<file path="src/hdl/pedd_pkg.sv">
// ----------------------------------------------------------------------------
// pedd_pkg
// Shared types, constants and helpers for the palette dither core.
// ----------------------------------------------------------------------------
package pedd_pkg;

  localparam logic [1:0] REQ_PIXEL = 2'd0;
  localparam logic [1:0] REQ_EOL   = 2'd1;
  localparam logic [1:0] REQ_START = 2'd2;
  localparam logic [1:0] REQ_SKIP  = 2'd3;

  localparam logic [2:0] REG_COUNT   = 3'd0;
  localparam logic [2:0] REG_PAIR_A  = 3'd1;
  localparam logic [2:0] REG_PAIR_B  = 3'd2;
  localparam logic [2:0] REG_PAIR_C  = 3'd3;
  localparam logic [2:0] REG_LAST    = 3'd4;
  localparam logic [2:0] REG_WEIGHTS = 3'd5;
  localparam logic [2:0] REG_SHAPE   = 3'd6;
  localparam logic [2:0] REG_DIVISOR = 3'd7;

  typedef struct packed {
    logic [1:0]  req_type;
    logic [7:0]  red;
    logic [7:0]  green;
    logic [7:0]  blue;
    logic [10:0] column;
    logic [11:0] line_width;
  } item_t;

  typedef enum logic [3:0] {
    ST_CLEAR, ST_IDLE, ST_READ, ST_ADD, ST_SEARCH, ST_ERR,
    ST_TAP, ST_TAPRD, ST_DIV, ST_TAPWR, ST_OUT
  } back_state_t;

  function automatic logic [7:0] clamp8(input logic signed [17:0] v);
    if (v < 0) return 8'd0;
    else if (v > 18'sd255) return 8'd255;
    else return v[7:0];
  endfunction

endpackage

</file>
<file path="src/hdl/pedd_queue.sv">
// ----------------------------------------------------------------------------
// pedd_queue
// Front part: takes items, drops unused codes, queues them for the back part.
// ----------------------------------------------------------------------------
module pedd_queue (
  input  logic            clk,
  input  logic            rst,
  input  logic            in_valid,
  output logic            in_ready,
  input  pedd_pkg::item_t in_item,
  output logic            q_valid,
  input  logic            q_ready,
  output pedd_pkg::item_t q_item
);
  import pedd_pkg::*;

  item_t      slots [2];
  logic [1:0] count;
  logic       wptr;
  logic       rptr;
  logic       push;
  logic       pop;
  logic       keep;

  assign in_ready = (count != 2'd2);
  assign keep     = (in_item.req_type != REQ_SKIP);
  assign push     = in_valid && in_ready && keep;
  assign q_valid  = (count != 2'd0);
  assign pop      = q_valid && q_ready;
  assign q_item   = slots[rptr];

  always_ff @(posedge clk) begin
    if (rst) begin
      count <= 2'd0;
      wptr  <= 1'b0;
      rptr  <= 1'b0;
    end else begin
      if (push) wptr <= ~wptr;
      if (pop) rptr <= ~rptr;
      count <= count + {1'b0, push} - {1'b0, pop};
    end
    if (push) slots[wptr] <= in_item;
  end
endmodule

</file>
<file path="config.mk">
export PLATFORM = sky130hd
export DESIGN_NAME = pedd_queue
export DESIGN_NICKNAME = d
export VERILOG_FILES = /design/src/hdl/pedd_pkg.sv /design/src/hdl/pedd_queue.sv
export SDC_FILE = /design/constraint.sdc
export NUM_CORES = 1
export LEC_CHECK = 0
export ABC_AREA = 1
export CAP_MARGIN = 15
export CORE_MARGIN = 5
export CORE_UTILIZATION = 30
export CTS_BUF_LIST = sky130_fd_sc_hd__clkbuf_4
export DETAILED_ROUTE_END_ITERATION = 16
export DONT_BUFFER_PORTS = 1
export GPL_TIMING_DRIVEN = 0
export PLACE_DENSITY = 0.49
export SLEW_MARGIN = 20
export SYNTH_ARGS = -nofsm -noshare
export SYNTH_HDL_FRONTEND = slang
export SYNTH_SLANG_ARGS = --single-unit
</file>
<file path="constraint.sdc">
create_clock -name clk -period 11.3 [get_ports clk]
set_clock_uncertainty 0.15 [all_clocks]
set_input_delay 2.26 -clock clk [delete_from_list [all_inputs] [get_ports clk]]
set_output_delay 2.26 -clock clk [all_outputs]
set_load 0.05 [all_outputs]
</file>
==> summary.txt <==
Status
  – Status: finished clean

Run
  – Max-Cap Viols: 0

Power and ir drop
  – Maximum VDD drop: 0.0825 mV
  – Part of the power in registers: a little under half
  – Cell leakage power: about 1.4 nW
  – PnR Total Power: between 1 and 1.5 mW
  – Switching fraction of total power: between 30% and 40%
  – Total internal power: 0.631 mW
  – Ratio of total power to cell area: approximately 240 nW/um2
  – Gate power share: between 30% and 40%
  – Switching power summed over all nets: 0.384 mW
  – Proportion of power drawn by the clock network: 18.6%

Global route
  – Via count of the first global-routing pass: 1828
  – Gr usage total: under 10%
  – Total overflow reported by the global router: 0
  – Antenna violations before repair: 0
  – Pin count of the biggest net entering global routing: 50
  – Global-route wire length before repair: approximately 10000 um

Worst setup path
  – Category of the most critical setup path: reg -> out
  – Max FO, Critical Path: 10
  – Worst setup EP type: output pin
  – Worst reg-to-reg setup slack: between 9 and 10 ns
  – Kind of start point of the critical path: register
  – Arrival time reported for the critical path endpoint: between 1.5 and 2 ns
  – Launch point of the worst reg-to-reg path: count[0]
  – Reg-to-reg critical path endpoint: slots[0][32]
  – Worst r2r path cells: 5
  – Worst EP required: 8.89 ns

Finish
  – Antenna fix cells: 0
  – Share of the core filled with cells: roughly 34%
  – Final-layout fill cell count: between 1000 and 1500
  – Area growth from synthesis to layout: 10.7%
  – Layout cells sized above 1: a little over a third
  – Final instance count without filler cells: about 380
  – Fin nets: around 260

Clock tree
  – Number of buffers inserted during clock tree synthesis: 9
  – Buffer count from post-CTS setup fixing: 0
  – Number of buffers inserted by hold repair at cts: 0
  – Post-CTS clock slew at the launch and capture registers of the worst setup and hold paths: 0.14 ns
  – Clk_lat worst skew: between 0.4 and 0.5 ns
  – Clock sink total: around 100
  – Clock tree from TritonCTS: built
  – Clock Tree Root: clkbuf_4
  – H-tree levels: 3
  – Number of buffers on the longest clock path: 2
  – Total of cells resized after clock tree synthesis: 0

Detailed routing
  – Top Metal Used: met4
  – Initial DRC count: between 40 and 50
  – DR pass1 iterations: 4
  – Routed met2 length: 3320 um
  – Final antenna-violating net count: 0
  – Met3 wire length: roughly 950 um
  – Routed wire length per instance: around 18 um
  – Metal1 wirelength: approximately 2400 um
  – Avg Vias per Cell: around 4.3
  – DRC Markers: 0
  – Detailed-route via count: 1640
  – Total Routed Length: between 6000 and 7000 um

Place
  – Cells after DPL: 365
  – GP Congestion: 0.640
  – Setup WS pre-CTS: ~7.6 ns
  – Count of port buffers added during placement: 0
  – Half-perimeter wire length of the detailed placement result: between 4000 and 5000 um

Yosys
  – Synthesized netlist cell count: between 150 and 200
  – Share of synthesized area occupied by flip-flops and latches: between 70% and 80%
  – Syn_area_per_cell: ~20 um2
  – Syn_nets: roughly 250
  – Synthesis-stage register bit count: between 100 and 150
  – Yosys cell types: 15
  – Synthesis warning total: 0
  – Cell area after synthesis: roughly 3800 um2

Floorplan
  – Initial core utilization: 30.5%
  – Placeable core area: about 13000 um2
  – Horizontal extent of the die: between 100 and 150 um
  – Vert. Die Dim: between 100 and 150 um
  – Die ar.: 15200 um2
  – Std cell rows: 41
  – Top-level I/O count: ~100

Worst hold path
  – Worst hold endpoint: rptr
  – Class of the worst hold path: reg -> reg
  – Hold Path Stages: 2
  – Startpoint of the worst hold path: rptr

STA
  – Number of pins with negative max-slew slack in the final report: 0
  – Final WS setup: ~7 ns
  – Hold violation total from the final report: 0
  – Sum of negative setup slack: 0 ns
  – Transition time of the tightest slew-check pin: roughly 0.67 ns
  – Final count of negative-setup-slack endpoints: 0
  – Time the worst path needs with I/O delays and setup: between 4 and 5 ns
  – RSZ-0062 raised after global routing: no
  – Tightest slew margin relative to the limit: a little under three fifths
  – Maximum clock rate: ~240 MHz
  – Share of the clock period used by the worst path after layout: between 30% and 40%
## worst max-delay path, cell delays in order, from the launching register on
cell and delay (ns):
dfxtp_1 0.44, buf_6 0.20, buf_8 0.18, mux2_4 0.40
## through the flow
step / hold slack, ns / area, um2
2_1_floorplan: 0.301 / 3840
3_3_place_gp: 0.320 / 4050
3_5_place_dp: 0.330 / 4110
4_1_cts: 0.363 / 4250
5_1_grt: 0.423 / 4250
6_report: 0.355 / 4250
## per-layer routing
layer	track usage [%]	up-vias
met2	14.8	70
met4	4.57	0
met1	9.00	806
met3	6.86	15
met5	0	-
li1	-	749
## Yosys cell counts
library cell	number	area, um2
edfxtp_1	98	2940
mux2_2	39	439
inv_1	10	37.5
mux2_4	10	150
nand2_1	9	33.8
nor2_1	7	26.3
dfxtp_1	5	100
buf_4	3	22.5
nand3_1	3	15.0
ha_1	2	25.0
a21oi_1	1	5.00
buf_6	1	11.3
buf_8	1	15.0
nand4_1	1	6.26
o21a_1	1	7.51
## power by group through the flow
stage                     Clock, mW  Combinational [mW]  Sequential [mW]
final                         0.189               0.348            0.478
after global routing          0.216               0.368            0.483
after CTS                     0.201               0.358            0.479
after detailed placement          0               0.357            0.488
after global placement            0               0.348            0.491
after floorplan                   0               0.310            0.486
## cell type report
type / count / area [um2] / area share, %
Buffer: 5 / 48.8 / 1.15
Clock buffer: 14 / 105 / 2.47
Inverter: 10 / 40.0 / 0.942
Timing Repair Buffer: 2 / 47.5 / 1.12
Tap cell: 172 / 215 / 5.06
Clock inverter: 2 / 33.8 / 0.795
Multi-Input combinational cell: 73 / 716 / 16.8
Sequential cell: 103 / 3040 / 71.6
## cells by family after synthesis
kind of cell             Yosys count  share of synthesized area [%]
flip-flops                       103                           79.3
buffers and inverters             15                           2.25
AND/OR/NAND/NOR                   20                           2.12
multiplexers                      49                           15.4
AO/OA/AOI/OAI                      2                          0.326
adder cells (fa/ha/maj)            2                          0.652
## how the worst max path moves through the flow
stage | from | end | slack [ns]
6_report | register | q_item[47] | 7.21
5_1_grt | register | q_item[44] | 7.05
4_1_cts | register | q_item[47] | 7.08
3_5_place_dp | in_item[47] | slots[0][32] | 7.59
3_3_place_gp | in_item[47] | slots[0][32] | 4.59
2_1_floorplan | in_item[47] | slots[0][0] | 6.15
## placed cells by master, fill, tap and decap left out, types with 2 or more instances in the layout
master    instances
edfxtp_1         98
mux2_2           39
clkbuf_4         14
mux2_4           10
inv_1             9
nand2_1           9
nor2_1            6
dfxtp_1           5
nand3_1           3
buf_4             3
ha_1              2
## sequential cells by signal (all words and copies together) (netlist names), named ones only
signal	cells
slots	98
count	2
rptr	1
wptr	1
Note: power is estimated with default switching activity, not from simulation.
